--- src/design/dvrt_pkg.sv ---
`default_nettype none

package dvrt_pkg;

  // Fixed field widths of the request and response
  localparam int TYPE_W  = 2;
  localparam int NODE_W  = 4;
  localparam int GATE_W  = 3;
  localparam int COST_W  = 8;
  localparam int ACT_W   = 2;
  localparam int TOTAL_W = COST_W + 1;

  // Defaults for the top-level parameters
  localparam int DEF_NUM_NODES = 16;
  localparam int DEF_NUM_GATES = 8;
  localparam int DEF_COST_BITS = 8;
  localparam int QUEUE_DEPTH   = 2;
  localparam int DUMP_MAX      = 16;

  // Request types
  localparam logic [TYPE_W-1:0] REQ_HELLO = 2'd0;
  localparam logic [TYPE_W-1:0] REQ_DV    = 2'd1;
  localparam logic [TYPE_W-1:0] REQ_PKT   = 2'd2;

  // Response actions
  localparam logic [ACT_W-1:0] ACT_FORWARD = 2'd0;
  localparam logic [ACT_W-1:0] ACT_LOCAL   = 2'd1;
  localparam logic [ACT_W-1:0] ACT_DROP    = 2'd2;
  localparam logic [ACT_W-1:0] ACT_ENTRY   = 2'd3;

  typedef struct packed {
    logic [TYPE_W-1:0] req_type;
    logic [NODE_W-1:0] sender_node;
    logic [GATE_W-1:0] arrival_gate;
    logic [NODE_W-1:0] destination;
    logic [COST_W-1:0] advertised_cost;
    logic              last_entry;
  } req_t;

  typedef struct packed {
    logic [ACT_W-1:0]  action;
    logic [GATE_W-1:0] out_gate;
    logic [NODE_W-1:0] dest_node;
    logic [COST_W-1:0] route_cost;
    logic              last;
  } rsp_t;

  typedef enum logic [1:0] {
    JOB_HELLO,
    JOB_DV,
    JOB_PKT
  } job_kind_t;

  // Classified request as it sits in the queue
  typedef struct packed {
    job_kind_t          kind;
    logic               install;    // hello/DV passes all range and own-node checks
    logic               local_dst;  // packet for this node
    logic               dest_in;    // destination inside the table
    logic               last_entry;
    logic [NODE_W-1:0]  sender;
    logic [GATE_W-1:0]  gate;
    logic [NODE_W-1:0]  dest;
    logic [TOTAL_W-1:0] total;      // advertised cost plus one hop
  } job_t;

endpackage

`default_nettype wire

--- src/design/dvrt_front.sv ---
`default_nettype none

module dvrt_front #(
  parameter int NUM_NODES = dvrt_pkg::DEF_NUM_NODES,
  parameter int NUM_GATES = dvrt_pkg::DEF_NUM_GATES,
  parameter int COST_BITS = dvrt_pkg::DEF_COST_BITS
) (
  input  wire logic                        start,
  input  wire dvrt_pkg::req_t              req,
  input  wire logic [dvrt_pkg::NODE_W-1:0] own_node_id,
  input  wire logic                        q_full,
  output logic                             busy,
  output logic                             push,
  output dvrt_pkg::job_t                   job
);

  localparam int COST_MAX = (1 << COST_BITS) - 1;

  logic [dvrt_pkg::TOTAL_W-1:0] total;
  logic                         sender_ok;
  logic                         dest_in;
  logic                         dest_own;
  logic                         known_type;

  // Range checks shared by all request types
  always_comb begin
    total     = dvrt_pkg::TOTAL_W'(req.advertised_cost) + dvrt_pkg::TOTAL_W'(1);
    sender_ok = (int'(req.sender_node) < NUM_NODES) && (int'(req.arrival_gate) < NUM_GATES);
    dest_in   = int'(req.destination) < NUM_NODES;
    dest_own  = req.destination == own_node_id;
  end

  // Classification into a queue job
  always_comb begin
    job.kind       = dvrt_pkg::JOB_HELLO;
    job.install    = 1'b0;
    job.local_dst  = dest_own;
    job.dest_in    = dest_in;
    job.last_entry = req.last_entry;
    job.sender     = req.sender_node;
    job.gate       = req.arrival_gate;
    job.dest       = req.destination;
    job.total      = total;
    known_type     = 1'b1;
    case (req.req_type)
      dvrt_pkg::REQ_HELLO: begin
        job.kind    = dvrt_pkg::JOB_HELLO;
        job.install = sender_ok && (req.sender_node != own_node_id);
      end
      dvrt_pkg::REQ_DV: begin
        job.kind    = dvrt_pkg::JOB_DV;
        job.install = sender_ok && dest_in && !dest_own && (int'(total) <= COST_MAX);
      end
      dvrt_pkg::REQ_PKT: begin
        job.kind = dvrt_pkg::JOB_PKT;
      end
      default: begin
        known_type = 1'b0;  // unused type: accepted and dropped
      end
    endcase
  end

  assign busy = q_full;
  assign push = start && !q_full && known_type;

endmodule

`default_nettype wire

--- src/design/dvrt_queue.sv ---
`default_nettype none

module dvrt_queue #(
  parameter int DEPTH = dvrt_pkg::QUEUE_DEPTH
) (
  input  wire logic           clk,
  input  wire logic           rst,
  input  wire logic           push,
  input  wire dvrt_pkg::job_t wr_job,
  input  wire logic           pop,
  output logic                full,
  output logic                empty,
  output dvrt_pkg::job_t      head
);

  localparam int AW = (DEPTH > 1) ? $clog2(DEPTH) : 1;
  localparam int CW = $clog2(DEPTH + 1);

  dvrt_pkg::job_t  slots [DEPTH];
  logic [AW-1:0]   wr_ptr;
  logic [AW-1:0]   rd_ptr;
  logic [CW-1:0]   count;
  logic            do_push;
  logic            do_pop;

  assign full    = int'(count) == DEPTH;
  assign empty   = count == '0;
  assign do_push = push && !full;
  assign do_pop  = pop && !empty;
  assign head    = slots[rd_ptr];

  // Slot storage
  always_ff @(posedge clk) begin
    if (do_push) begin
      slots[wr_ptr] <= wr_job;
    end
  end

  // Pointers and fill count
  always_ff @(posedge clk) begin
    if (rst) begin
      wr_ptr <= '0;
      rd_ptr <= '0;
      count  <= '0;
    end else begin
      if (do_push) begin
        wr_ptr <= (int'(wr_ptr) == DEPTH - 1) ? '0 : wr_ptr + AW'(1);
      end
      if (do_pop) begin
        rd_ptr <= (int'(rd_ptr) == DEPTH - 1) ? '0 : rd_ptr + AW'(1);
      end
      if (do_push && !do_pop) begin
        count <= count + CW'(1);
      end else if (do_pop && !do_push) begin
        count <= count - CW'(1);
      end
    end
  end

endmodule

`default_nettype wire

--- src/design/dvrt_back.sv ---
`default_nettype none

module dvrt_back #(
  parameter int NUM_NODES = dvrt_pkg::DEF_NUM_NODES,
  parameter int COST_BITS = dvrt_pkg::DEF_COST_BITS
) (
  input  wire logic                        clk,
  input  wire logic                        rst,
  input  wire logic [dvrt_pkg::NODE_W-1:0] own_node_id,
  input  wire logic                        q_empty,
  input  wire dvrt_pkg::job_t              q_job,
  output logic                             q_pop,
  output logic                             rsp_valid,
  output dvrt_pkg::rsp_t                   rsp
);

  localparam int IDX_W      = $clog2(NUM_NODES);
  localparam int DUMP_LIMIT = (NUM_NODES < dvrt_pkg::DUMP_MAX) ? NUM_NODES : dvrt_pkg::DUMP_MAX;
  localparam int CNT_W      = $clog2(DUMP_LIMIT + 1);
  localparam int CMP_W      = (COST_BITS > dvrt_pkg::TOTAL_W) ? COST_BITS : dvrt_pkg::TOTAL_W;

  typedef struct packed {
    logic [COST_BITS-1:0]        cost;
    logic [dvrt_pkg::NODE_W-1:0] hop;
  } route_t;

  typedef enum logic [2:0] {
    S_IDLE,
    S_DV,
    S_PKT_HOP,
    S_PKT_OUT,
    S_DUMP
  } state_t;

  function automatic dvrt_pkg::rsp_t make_rsp(
    input logic [dvrt_pkg::ACT_W-1:0]  act,
    input logic [dvrt_pkg::GATE_W-1:0] gate,
    input logic [dvrt_pkg::NODE_W-1:0] node,
    input logic [dvrt_pkg::COST_W-1:0] cost,
    input logic                        fin
  );
    dvrt_pkg::rsp_t r;
    r.action     = act;
    r.out_gate   = gate;
    r.dest_node  = node;
    r.route_cost = cost;
    r.last       = fin;
    return r;
  endfunction

  state_t                        state;
  dvrt_pkg::job_t                cur;
  logic                          change_pending;

  // Route and neighbor tables: valid bits in flops, payload in memories
  logic [NUM_NODES-1:0]          rvalid;
  logic [NUM_NODES-1:0]          nvalid;
  route_t                        route_mem [NUM_NODES];
  logic [dvrt_pkg::GATE_W-1:0]   nb_mem    [NUM_NODES];
  route_t                        route_rd;
  logic [dvrt_pkg::GATE_W-1:0]   nb_rd;

  // Dump walk: address stage, then hold one entry to find the last one
  logic [CNT_W-1:0]              dump_cnt;
  logic                          s1_live;
  logic                          s1_own;
  logic [dvrt_pkg::NODE_W-1:0]   s1_node;
  logic                          pend_valid;
  logic [dvrt_pkg::NODE_W-1:0]   pend_node;
  logic [dvrt_pkg::COST_W-1:0]   pend_cost;

  logic [IDX_W-1:0]              cur_dest_idx;
  logic [IDX_W-1:0]              head_dest_idx;
  logic [IDX_W-1:0]              head_sender_idx;
  logic [IDX_W-1:0]              cur_sender_idx;
  logic [IDX_W-1:0]              hop_idx;
  logic [IDX_W-1:0]              dump_idx;
  logic [CMP_W-1:0]              cost_cmp;
  logic [CMP_W-1:0]              total_cmp;
  logic                          cur_rv;
  logic                          hop_ok;
  logic                          dv_insert;
  logic                          dv_raise;
  logic                          hello_wr;
  logic                          dump_own;
  logic                          dump_hit;
  logic                          dump_done;

  logic                          route_we;
  logic [IDX_W-1:0]              route_wa;
  route_t                        route_wd;
  logic [IDX_W-1:0]              route_ra;
  logic                          nb_we;
  logic [IDX_W-1:0]              nb_wa;
  logic [dvrt_pkg::GATE_W-1:0]   nb_wd;

  // Indexes and compares
  always_comb begin
    cur_dest_idx    = IDX_W'(cur.dest);
    cur_sender_idx  = IDX_W'(cur.sender);
    head_dest_idx   = IDX_W'(q_job.dest);
    head_sender_idx = IDX_W'(q_job.sender);
    hop_idx         = IDX_W'(route_rd.hop);
    dump_idx        = IDX_W'(dump_cnt);
    cost_cmp        = CMP_W'(route_rd.cost);
    total_cmp       = CMP_W'(cur.total);
    cur_rv          = cur.dest_in && rvalid[cur_dest_idx];
    hop_ok          = (int'(route_rd.hop) < NUM_NODES) && nvalid[hop_idx];
    dump_own        = int'(dump_cnt) == int'(own_node_id);
    dump_done       = int'(dump_cnt) == DUMP_LIMIT;
    dump_hit        = !dump_done && (dump_own || rvalid[dump_idx]);
  end

  // Table update decisions
  always_comb begin
    q_pop     = (state == S_IDLE) && !q_empty;
    hello_wr  = q_pop && (q_job.kind == dvrt_pkg::JOB_HELLO) && q_job.install;
    dv_insert = (state == S_DV) && cur.install && (!cur_rv || (total_cmp < cost_cmp));
    dv_raise  = (state == S_DV) && cur.install && !dv_insert && cur_rv
                && (route_rd.hop == cur.sender) && (total_cmp > cost_cmp);

    route_we = hello_wr || dv_insert || dv_raise;
    nb_we    = hello_wr || dv_insert;
    if (hello_wr) begin
      route_wa      = head_sender_idx;
      route_wd.cost = COST_BITS'(1);
      route_wd.hop  = q_job.sender;
      nb_wa         = head_sender_idx;
      nb_wd         = q_job.gate;
    end else begin
      route_wa      = cur_dest_idx;
      route_wd.cost = COST_BITS'(cur.total);
      route_wd.hop  = cur.sender;
      nb_wa         = cur_sender_idx;
      nb_wd         = cur.gate;
    end
    route_ra = (state == S_IDLE) ? head_dest_idx : dump_idx;
  end

  // Table memories, registered reads
  always_ff @(posedge clk) begin
    if (route_we) begin
      route_mem[route_wa] <= route_wd;
    end
    route_rd <= route_mem[route_ra];
    if (nb_we) begin
      nb_mem[nb_wa] <= nb_wd;
    end
    nb_rd <= nb_mem[hop_idx];
  end

  // Valid bits
  always_ff @(posedge clk) begin
    if (rst) begin
      rvalid <= '0;
      nvalid <= '0;
    end else begin
      if (route_we) begin
        rvalid[route_wa] <= 1'b1;
      end
      if (nb_we) begin
        nvalid[nb_wa] <= 1'b1;
      end
    end
  end

  // Sequencer and response register
  always_ff @(posedge clk) begin
    if (rst) begin
      state          <= S_IDLE;
      rsp_valid      <= 1'b0;
      change_pending <= 1'b0;
      s1_live        <= 1'b0;
      pend_valid     <= 1'b0;
      dump_cnt       <= '0;
    end else begin
      rsp_valid <= 1'b0;
      case (state)
        S_IDLE: begin
          if (!q_empty) begin
            cur <= q_job;
            case (q_job.kind)
              dvrt_pkg::JOB_HELLO: begin
                dump_cnt <= '0;
                state    <= S_DUMP;
              end
              dvrt_pkg::JOB_DV: begin
                state <= S_DV;
              end
              dvrt_pkg::JOB_PKT: begin
                if (q_job.local_dst) begin
                  rsp_valid <= 1'b1;
                  rsp       <= make_rsp(dvrt_pkg::ACT_LOCAL, '0, q_job.dest, '0, 1'b1);
                end else begin
                  state <= S_PKT_HOP;
                end
              end
              default: begin
                state <= S_IDLE;
              end
            endcase
          end
        end
        S_DV: begin
          if (cur.last_entry) begin
            change_pending <= 1'b0;
            if (change_pending || dv_insert || dv_raise) begin
              dump_cnt <= '0;
              state    <= S_DUMP;
            end else begin
              state <= S_IDLE;
            end
          end else begin
            change_pending <= change_pending || dv_insert || dv_raise;
            state          <= S_IDLE;
          end
        end
        S_PKT_HOP: begin
          if (cur_rv && hop_ok) begin
            state <= S_PKT_OUT;
          end else begin
            rsp_valid <= 1'b1;
            rsp       <= make_rsp(dvrt_pkg::ACT_DROP, '0, cur.dest, '0, 1'b1);
            state     <= S_IDLE;
          end
        end
        S_PKT_OUT: begin
          rsp_valid <= 1'b1;
          rsp       <= make_rsp(dvrt_pkg::ACT_FORWARD, nb_rd, cur.dest, '0, 1'b1);
          state     <= S_IDLE;
        end
        S_DUMP: begin
          // address stage
          if (!dump_done) begin
            dump_cnt <= dump_cnt + CNT_W'(1);
          end
          s1_live <= dump_hit;
          s1_own  <= dump_own;
          s1_node <= dvrt_pkg::NODE_W'(dump_cnt);
          // data stage: send the held entry once a later one shows up
          if (s1_live) begin
            if (pend_valid) begin
              rsp_valid <= 1'b1;
              rsp       <= make_rsp(dvrt_pkg::ACT_ENTRY, '0, pend_node, pend_cost, 1'b0);
            end
            pend_valid <= 1'b1;
            pend_node  <= s1_node;
            pend_cost  <= s1_own ? '0 : dvrt_pkg::COST_W'(route_rd.cost);
          end else if (dump_done) begin
            if (pend_valid) begin
              rsp_valid <= 1'b1;
              rsp       <= make_rsp(dvrt_pkg::ACT_ENTRY, '0, pend_node, pend_cost, 1'b1);
            end
            pend_valid <= 1'b0;
            state      <= S_IDLE;
          end
        end
        default: begin
          state <= S_IDLE;
        end
      endcase
    end
  end

  // Tables are never written while a dump walks them
  a_no_write_in_dump: assert property (@(posedge clk) disable iff (rst)
    state == S_DUMP |-> !route_we && !nb_we)
    else $error("table write during dump");

  // The final dump entry closes the dump
  a_dump_closes: assert property (@(posedge clk) disable iff (rst)
    rsp_valid && rsp.action == dvrt_pkg::ACT_ENTRY && rsp.last |-> state == S_IDLE && !pend_valid)
    else $error("dump still open after final entry");

  // The last DV entry always clears the change flag
  a_pending_cleared: assert property (@(posedge clk) disable iff (rst)
    state == S_DV && cur.last_entry |=> !change_pending)
    else $error("change flag survives last entry");

  // A forward only follows a neighbor gate lookup
  a_forward_src: assert property (@(posedge clk) disable iff (rst)
    rsp_valid && rsp.action == dvrt_pkg::ACT_FORWARD |-> $past(state) == S_PKT_OUT)
    else $error("forward without gate lookup");

endmodule

`default_nettype wire

--- src/design/distance_vector_route_table.sv ---
`default_nettype none

// Hop-count distance-vector route table. A request is taken when start is high
// and busy is low; it is classified and, unless its type is unused, parked
// in a two-entry queue, so busy rises only when that queue is full. The back
// end then handles one request at a time: a DV entry is decided in S_DV from
// the registered route read; a local packet is answered from S_IDLE, another
// is checked in S_PKT_HOP and, for a forward, sent from S_PKT_OUT after the
// registered read of the neighbor gate table. A hello, or a last DV entry after
// a change, adds a table dump over the first min(NUM_NODES,16) destinations,
// one destination per cycle through the route memory port. Responses appear
// in the cycle after the back end decides them, each on rsp for exactly one
// cycle with rsp_valid high; the receiver cannot stall them, so it must take
// every response as it comes. A dump ends with last set on its final entry.
module distance_vector_route_table #(
  parameter int NUM_NODES = dvrt_pkg::DEF_NUM_NODES,
  parameter int NUM_GATES = dvrt_pkg::DEF_NUM_GATES,
  parameter int COST_BITS = dvrt_pkg::DEF_COST_BITS
) (
  input  wire logic                        clk,
  input  wire logic                        rst,
  input  wire logic                        start,
  output logic                             busy,
  input  wire dvrt_pkg::req_t              req,
  input  wire logic                        cfg_we,
  input  wire logic [dvrt_pkg::NODE_W-1:0] cfg_data,
  output logic                             rsp_valid,
  output dvrt_pkg::rsp_t                   rsp
);

  logic [dvrt_pkg::NODE_W-1:0] own_node_id;
  logic                        push;
  dvrt_pkg::job_t              push_job;
  logic                        q_full;
  logic                        q_empty;
  logic                        q_pop;
  dvrt_pkg::job_t              q_job;

  // Own node register
  always_ff @(posedge clk) begin
    if (rst) begin
      own_node_id <= '0;
    end else if (cfg_we) begin
      own_node_id <= cfg_data;
    end
  end

  dvrt_front #(
    .NUM_NODES (NUM_NODES),
    .NUM_GATES (NUM_GATES),
    .COST_BITS (COST_BITS)
  ) u_front (
    .start       (start),
    .req         (req),
    .own_node_id (own_node_id),
    .q_full      (q_full),
    .busy        (busy),
    .push        (push),
    .job         (push_job)
  );

  dvrt_queue #(
    .DEPTH (dvrt_pkg::QUEUE_DEPTH)
  ) u_queue (
    .clk    (clk),
    .rst    (rst),
    .push   (push),
    .wr_job (push_job),
    .pop    (q_pop),
    .full   (q_full),
    .empty  (q_empty),
    .head   (q_job)
  );

  dvrt_back #(
    .NUM_NODES (NUM_NODES),
    .COST_BITS (COST_BITS)
  ) u_back (
    .clk         (clk),
    .rst         (rst),
    .own_node_id (own_node_id),
    .q_empty     (q_empty),
    .q_job       (q_job),
    .q_pop       (q_pop),
    .rsp_valid   (rsp_valid),
    .rsp         (rsp)
  );

endmodule

`default_nettype wire

--- config.mk ---
export PLATFORM = sky130hd
export DESIGN_NAME = distance_vector_route_table
export DESIGN_NICKNAME = d
export VERILOG_FILES = /design/src/design/dvrt_pkg.sv /design/src/design/dvrt_front.sv /design/src/design/dvrt_queue.sv /design/src/design/dvrt_back.sv /design/src/design/distance_vector_route_table.sv
export SDC_FILE = /design/constraint.sdc
export NUM_CORES = 1
export LEC_CHECK = 0
export BUFFER_PORTS_ARGS = -buffer_cell sky130_fd_sc_hd__buf_2
export CAP_MARGIN = 20
export CORE_UTILIZATION = 30
export CTS_BUF_LIST = sky130_fd_sc_hd__clkbuf_8
export DETAILED_ROUTE_END_ITERATION = 10
export GPL_TIMING_DRIVEN = 0
export PLACE_DENSITY = 0.46
export SYNTH_ARGS = -nofsm -noshare
export SYNTH_HDL_FRONTEND = slang
export SYNTH_SLANG_ARGS = --single-unit
--- constraint.sdc ---
create_clock -name clk -period 7.1 [get_ports clk]
set_input_delay 0 -clock clk [delete_from_list [all_inputs] [get_ports clk]]
set_output_delay 0 -clock clk [all_outputs]
set_load 0.03 [all_outputs]
## Word-level counts from Yosys, hierarchy flattened

Memories as Yosys holds them, arrays and structs flattened. A register that Yosys moved wholly into a read port is not among the register bits.
Index checks and enable logic that the tools add are counted.

- Bits in read-only memories: 0
- Memory bits (writable): 290
- Register bits after elaboration: 110
- Bits in latches: 0
- Word-level logic and storage cells: 194
- Output and inout bits: 20
- Memories: 3

- Muxes and demuxes: 65
- $add $sub $neg: 6
- Reduce and logical (&&, ||, !) cells: 51
- $mul: 0
- Magnitude comparators: 10
- Div/mod/pow operators: 0
- Bitwise operators: 4
- Equal/unequal tests: 27
- Shift-type cells: 0

Memory list:

| memory | words | bits a word | rd ports | clocked after memory_dff | wr ports | line | RTL |
|---|---|---|---|---|---|---|---|
| u_back.route_mem | 16 | 12 | 1 | 1 | 1 | dvrt_back.sv:58 | `route_t route_mem [NUM_NODES];` |
| u_queue.slots | 2 | 25 | 1 | 1 | 1 | dvrt_queue.sv:19 | `dvrt_pkg::job_t slots [DEPTH];` |
| u_back.nb_mem | 16 | 3 | 1 | 1 | 1 | dvrt_back.sv:59 | `logic [dvrt_pkg::GATE_W-1:0] nb_mem [NUM_NODES];` |

Operator list:

| operator | count |
|---|---|
| 2-to-1 mux 18 bit | 8 |
| one-hot mux 18 bit (4 select lines) | 1 |
| OR 16 bit | 2 |
| 2-to-1 mux 1 bit | 26 |
| less-than comparator 4 x 5 -> 1 bit (second input constant) | 5 |
| 2-to-1 mux 5 bit | 5 |
| logical AND 1 bit | 21 |
| 2-to-1 mux 3 bit | 7 |
| one-hot mux 5 bit (3 select lines) | 1 |
| != test 2 bit (second input constant) | 7 |
| binary-select mux 1 bit (select 4 bit) | 3 |
| 2-to-1 mux 12 bit | 1 |
| 2-to-1 mux 4 bit | 3 |
| one-hot mux 3 bit (4 select lines) | 1 |
| adder 8 x 1 -> 9 bit (second input constant) | 1 |
| greater-than comparator 9 x 8 -> 1 bit | 1 |
| <= comparator 9 x 8 -> 1 bit (second input constant) | 1 |
| less-than comparator 9 x 8 -> 1 bit | 1 |
| one-hot mux 3 bit (3 select lines) | 1 |
| demux 1 bit (select 4 bit) | 2 |
| == test 4 bit | 2 |
| greater-or-equal comparator 4 x 1 -> 1 bit (second input constant) | 2 |
| logical NOT 1 bit | 8 |
| != test 2 x 1 -> 1 bit (second input constant) | 4 |
| 31 further kinds | 49 |

## Depth between registers and ports, before layout

- Word-level depth: 15
- Mapped depth: 9
- Mapped depth without buffers: 8

## Hierarchy

From an unflattened synthesis, not the netlist that was laid out.

- Cells, all modules: 1068
- Area, all modules: 17341.6 µm²

Modules (own cells, without submodules):

| module | area an instance (µm²) | instances | cells an instance |
|---|---|---|---|
| dvrt_back | 14575.2 | 1 | 879 |
| dvrt_queue | 2089.5 | 1 | 106 |
| dvrt_front | 536.8 | 1 | 70 |
| distance_vector_route_table | 140.1 | 1 | 13 |

## Worst setup path after synthesis

OpenSTA, ideal clock, no wires.

- Path type: register to register
- Start: register u_back.cur (netlist bit u_back.cur_dest_idx[1])
- End: memory u_back.route_mem[12][0] in the netlist's numbering, enable pin
- Stages on the path, launching flop included: 9
- Buffers on the path: 2
- Required time: 6.704 ns
- Clock period less this slack: 3.295 ns
- Path slack: 3.805 ns
- Data arrival time: 2.899 ns
- Cell sequence: edfxtp_1 -> clkbuf_1 -> mux4_2 -> o22ai_1 -> a21oi_2 -> a21oi_1 -> nor3_2 -> buf_2 -> nor3_1

- Longest elaborated chain between the ends: 14

RTL lines:

| what | line | RTL |
|---|---|---|
| start: declaration | dvrt_back.sv:52 | `dvrt_pkg::job_t cur;` |
| start signal: assignment | dvrt_back.sv:181 | `cur <= q_job;` |
| binary-select mux 1 bit (select 4 bit) | dvrt_back.sv:107 | `cur_rv = cur.dest_in && rvalid[cur_dest_idx];` |
| 2-to-1 mux 1 bit (not written as such) | dvrt_back.sv:107 |  |
| logical AND 1 bit | dvrt_back.sv:107 |  |
| logical NOT 1 bit | dvrt_back.sv:118 | `dv_insert = (state == S_DV) && cur.install && (!cur_rv \|\| (total_cmp < cost_cmp));` |
| logical OR 1 bit | dvrt_back.sv:118 |  |
| logical AND 1 bit | dvrt_back.sv:118 |  |
| logical NOT 1 bit | dvrt_back.sv:119 | `dv_raise = (state == S_DV) && cur.install && !dv_insert && cur_rv` |
| logical AND 1 bit (2 in series) | dvrt_back.sv:119 |  |
| logical AND 1 bit (2 in series) | dvrt_back.sv:120 | `&& (route_rd.hop == cur.sender) && (total_cmp > cost_cmp);` |
| logical OR 1 bit | dvrt_back.sv:122 | `route_we = hello_wr \|\| dv_insert \|\| dv_raise;` |
| 2-to-1 mux 1 bit | dvrt_back.sv:142 | `if (route_we) begin` |
| 2-to-1 mux 1 bit (not written as such) | dvrt_back.sv:143 | `route_mem[route_wa] <= route_wd;` |
| end: declaration | dvrt_back.sv:58 |  |

Several ways; a longest one is shown, not always the timed one. The select of a mux whose other input is x is not followed.

==> out/metrics.csv <==
stage,metric,value,unit
clock_network,clkSlewWorstSetupHoldPaths,60,ps
place,gp_congestion,0.8298,
critical_path,arrival,4160,ps
clock_network,numCtsBuffers,73,
drt,vias,9565,
layout,fin_nets,1255,
drt,drtAntennaViolNets,0,
drt,drt_pass1_iterations,5,
power,leakage,6.975,nW
floorplanning,chipHeight,239.6,um
place,portBuffers,48,
drt,wl,42370,um
clock_network,root_buffer,clkbuf_8,
synth,synthArstFlopShare,0,%
drt,drt-wirelength-per-cell,20.98,um
critical_path,worstSetupPathType,reg2reg,
place,dp_hpwl,29710,um
floorplanning,die_area,0.05740,mm2
synth,synth_edf_count,347,
critical_path,worstPathMaxFanout,10,
critical_path,cp_top_family,simple AND/OR/NAND/NOR gates,
layout,drive_gt1_share,24.55,%
clock_network,cts_buffer_depth,3,
global_routing,grt_pass1_wl,62900,um
timing,rsz0062_at_grt,no,
critical_path,cp_common_cell,nor3_1,
power,p_per_area,362.4,mW/mm2
timing,hold_viol_final,0,
timing,fin_crit,3824,ps
synth,synth_nets,1072,
run_status,status,"finished, final reports clean",
global_routing,grt_overflow,0,
critical_path,worst_path_largest_cell_delay,750,ps
drt,drc_errors,0,
layout,area_growth,19.47,%
clock_network,tritoncts,yes,
floorplanning,core,0.05542,mm2
floorplanning,fp-row-count,86,
synth,synth_cell_types,63,
hold_path,hold_class,in2reg,
timing,tightest_slew,1072,ps
clock_network,ctsHoldBuffers,36,
synth,postSynthCellCount,1029,
power,ir_worst_vdd,0.1697,mV
critical_path,rrSetupSlack,3280,ps
floorplanning,ios,50,
drt,drt_iter0_markers,694,
clock_network,clkSinkCount,415,
timing,relSlewSlack,28.24,%
layout,n_antenna_cell,0,
clock_network,h-tree-depth,3,
synth,yosysWarnings,0,
floorplanning,start_util,30.56,%
critical_path,end_kind,flop,
timing,skew,39.19,ps
clock_network,cts_setup_buffers,0,
synth,ys_seq_area_share,69.57,%
timing,slew_violations,0,
clock_network,clk_latency,640,ps
clock_network,cts_resized,0,
timing,setup_tns,0,ps
critical_path,crit_path_top_delay_cell,nor3_1,
global_routing,antenna_found_initial,0,
global_routing,grt_max_degree,22,
critical_path,worst-path-buf-inv,2,
power,power.total,7.331,mW
timing,fmax,261.5,MHz
global_routing,grt_usage,15.06,%
flow_run,cap_violations,0,
synth,avgSynthCellArea,16.46,um2
synth,synth-main-ff-cell,edfxtp_1,
global_routing,grt_pass1_vias,9859,
critical_path,start_kind,flop,
timing,finalCritPeriodShare,53.86,%
synth,syn_area,0.01693,mm2
drt,vias_per_cell,4.737,
critical_path,path_cells,"buf_2, nor3_1, o2111ai_1, nor3_1, nor2_1, nor3_2, buf_6",
synth,ys_seq_elements,415,
hold_path,hold_path.startpoint,req[0],
critical_path,critPathRequiredTime,7430,ps
floorplanning,die_w,239.6,um
timing,setup_viol,0,
==> cell usage in the layout, fill, tap and decap left out, types with 5 or more instances in the layout <==
master	n
dfxtp_1	68
clkbuf_1	26
nor3_1	17
buf_4	7
clkbuf_8	82
nor3_2	17
o32ai_1	17
mux4_2	76
clkinv_1	16
clkinv_2	6
o21bai_1	7
ha_1	13
or2_2	5
a31oi_1	5
buf_1	5
dlygate4sd3_1	36
inv_1	81
mux2i_1	51
and2_1	9
a21oi_1	27
nor2b_1	10
xnor2_1	14
mux2_2	15
edfxtp_1	347
nand3_1	10
and3_1	16
nor2_1	38
a211oi_1	7
xor2_1	11
buf_2	67
nand2b_1	5
o21ai_0	18
nand2_1	46
o41ai_1	8
buf_6	18
==> area by class of cell <==
cell class | count | area, um2
buffer | 54 | 249.0
clock buffer | 82 | 1129
clock inverter | 52 | 284.0
fill | 5224 | 35180
inverter | 58 | 217.7
multi-input combinational | 502 | 4772
sequential | 415 | 11780
tap | 748 | 935.9
timing repair buffer | 108 | 863.3
==> state kept, by name, indices dropped and copies added, names as in the netlist, 3 cells and up, named ones only <==
| register | cells |
|---|---|
| own_node_id | 4 |
| u_back.rvalid | 16 |
| u_back.pend_cost | 8 |
| u_back.s1_node | 4 |
| u_back.pend_node | 4 |
| u_back.nvalid | 16 |
| u_back.dump_cnt | 5 |
| u_back.total_cmp | 9 |
| u_back.state | 3 |
| u_back.nb_mem | 48 |
| u_queue.slots | 50 |
| u_back.nb_rd | 3 |
| u_back.route_mem | 192 |
| u_back.cur_dest_idx | 4 |
| u_back.hop_idx | 4 |
| u_back.cur | 5 |
| u_back.cost_cmp | 8 |
| u_back.rsp | 18 |
| u_back.cur_sender_idx | 4 |
==> cells by family (layout without fill, tap and decap cells) <==
logic type	Yosys count	after routing	synth area share, %
AOI/OAI and AO/OA	134	134	5.778
xor gates and xnor gates	25	25	1.293
adders and majority gates	13	13	0.9605
buffers and inverters	112	354	2.756
DFF	415	415	69.57
muxes	143	143	14.19
and+or+nand+nor	187	187	5.460
==> power by group <==
group          leakage, nW  internal, mW  switching [mW]  total (mW)
Clock                0.801          1.13           0.979        2.11
Sequential            3.70          3.00          0.0883        3.09
Combinational         2.47         0.825            1.31        2.13
Total                 6.98          4.96            2.38        7.33
==> cell usage after synthesis, types with 4 or more instances <==
library cell    n  area share (%)
xor2_1         11            0.57
dfxtp_1        68             8.0
buf_2          19            0.56
o41ai_1         8            0.41
nand3_1        10            0.30
and3_1         16            0.59
mux2_2         15             1.0
buf_1           5            0.11
a21oi_1        27            0.80
o21a_1          4            0.18
xnor2_1        14            0.72
nand2b_1        5            0.18
or2_2           5            0.18
a31oi_1         5            0.18
mux4_2         76              10
nand2_1        46             1.0
o21ai_0        19            0.56
ha_1           13            0.96
clkbuf_1       26            0.58
edfxtp_1      347              62
nor2_1         39            0.86
o32ai_1        17            0.88
mux2i_1        51             3.0
nor2b_1        11            0.41
and2_1          9            0.33
inv_1          58             1.3
o21bai_1        7            0.31
a22oi_1         4            0.18
a211oi_1        7            0.31
nor3_1         33            0.98
==> path summary, 6_finish.rpt <==
check / endpoint / depth (start not counted)
max: u_back.route_mem[12][7] / 7
min: u_queue.slots[1][20] / 2
max reg2reg: u_back.route_mem[12][7] / 7
min reg2reg: u_back.pend_node[2] / 0
==> metrics by stage <==
| stage | area, um2 | hold slack, ps | instances | util [%] | setup WS [ps] |
|---|---|---|---|---|---|
| floorplan | 16940 | 98.87 | 1029 | - | 3805 |
| global placement | 18110 | 192.1 | 1825 | 32.68 | 2287 |
| detailed placement | 18440 | 201.7 | 1846 | 33.27 | 3302 |
| CTS | 20210 | 70.26 | 2016 | 36.47 | 3261 |
| global route | 20230 | 89.67 | 2019 | 36.51 | 3046 |
| finish | 20230 | 121.5 | 2019 | 36.51 | 3276 |
==> metal layers <==
layer / routed length [um] / track usage, %
met1: 20010 / 20.92
met2: 19550 / 23.28
met3: 1787 / 3.169
met4: 1017 / 5.148
met5: 0 / 0
(Power assumes the default switching activity.)
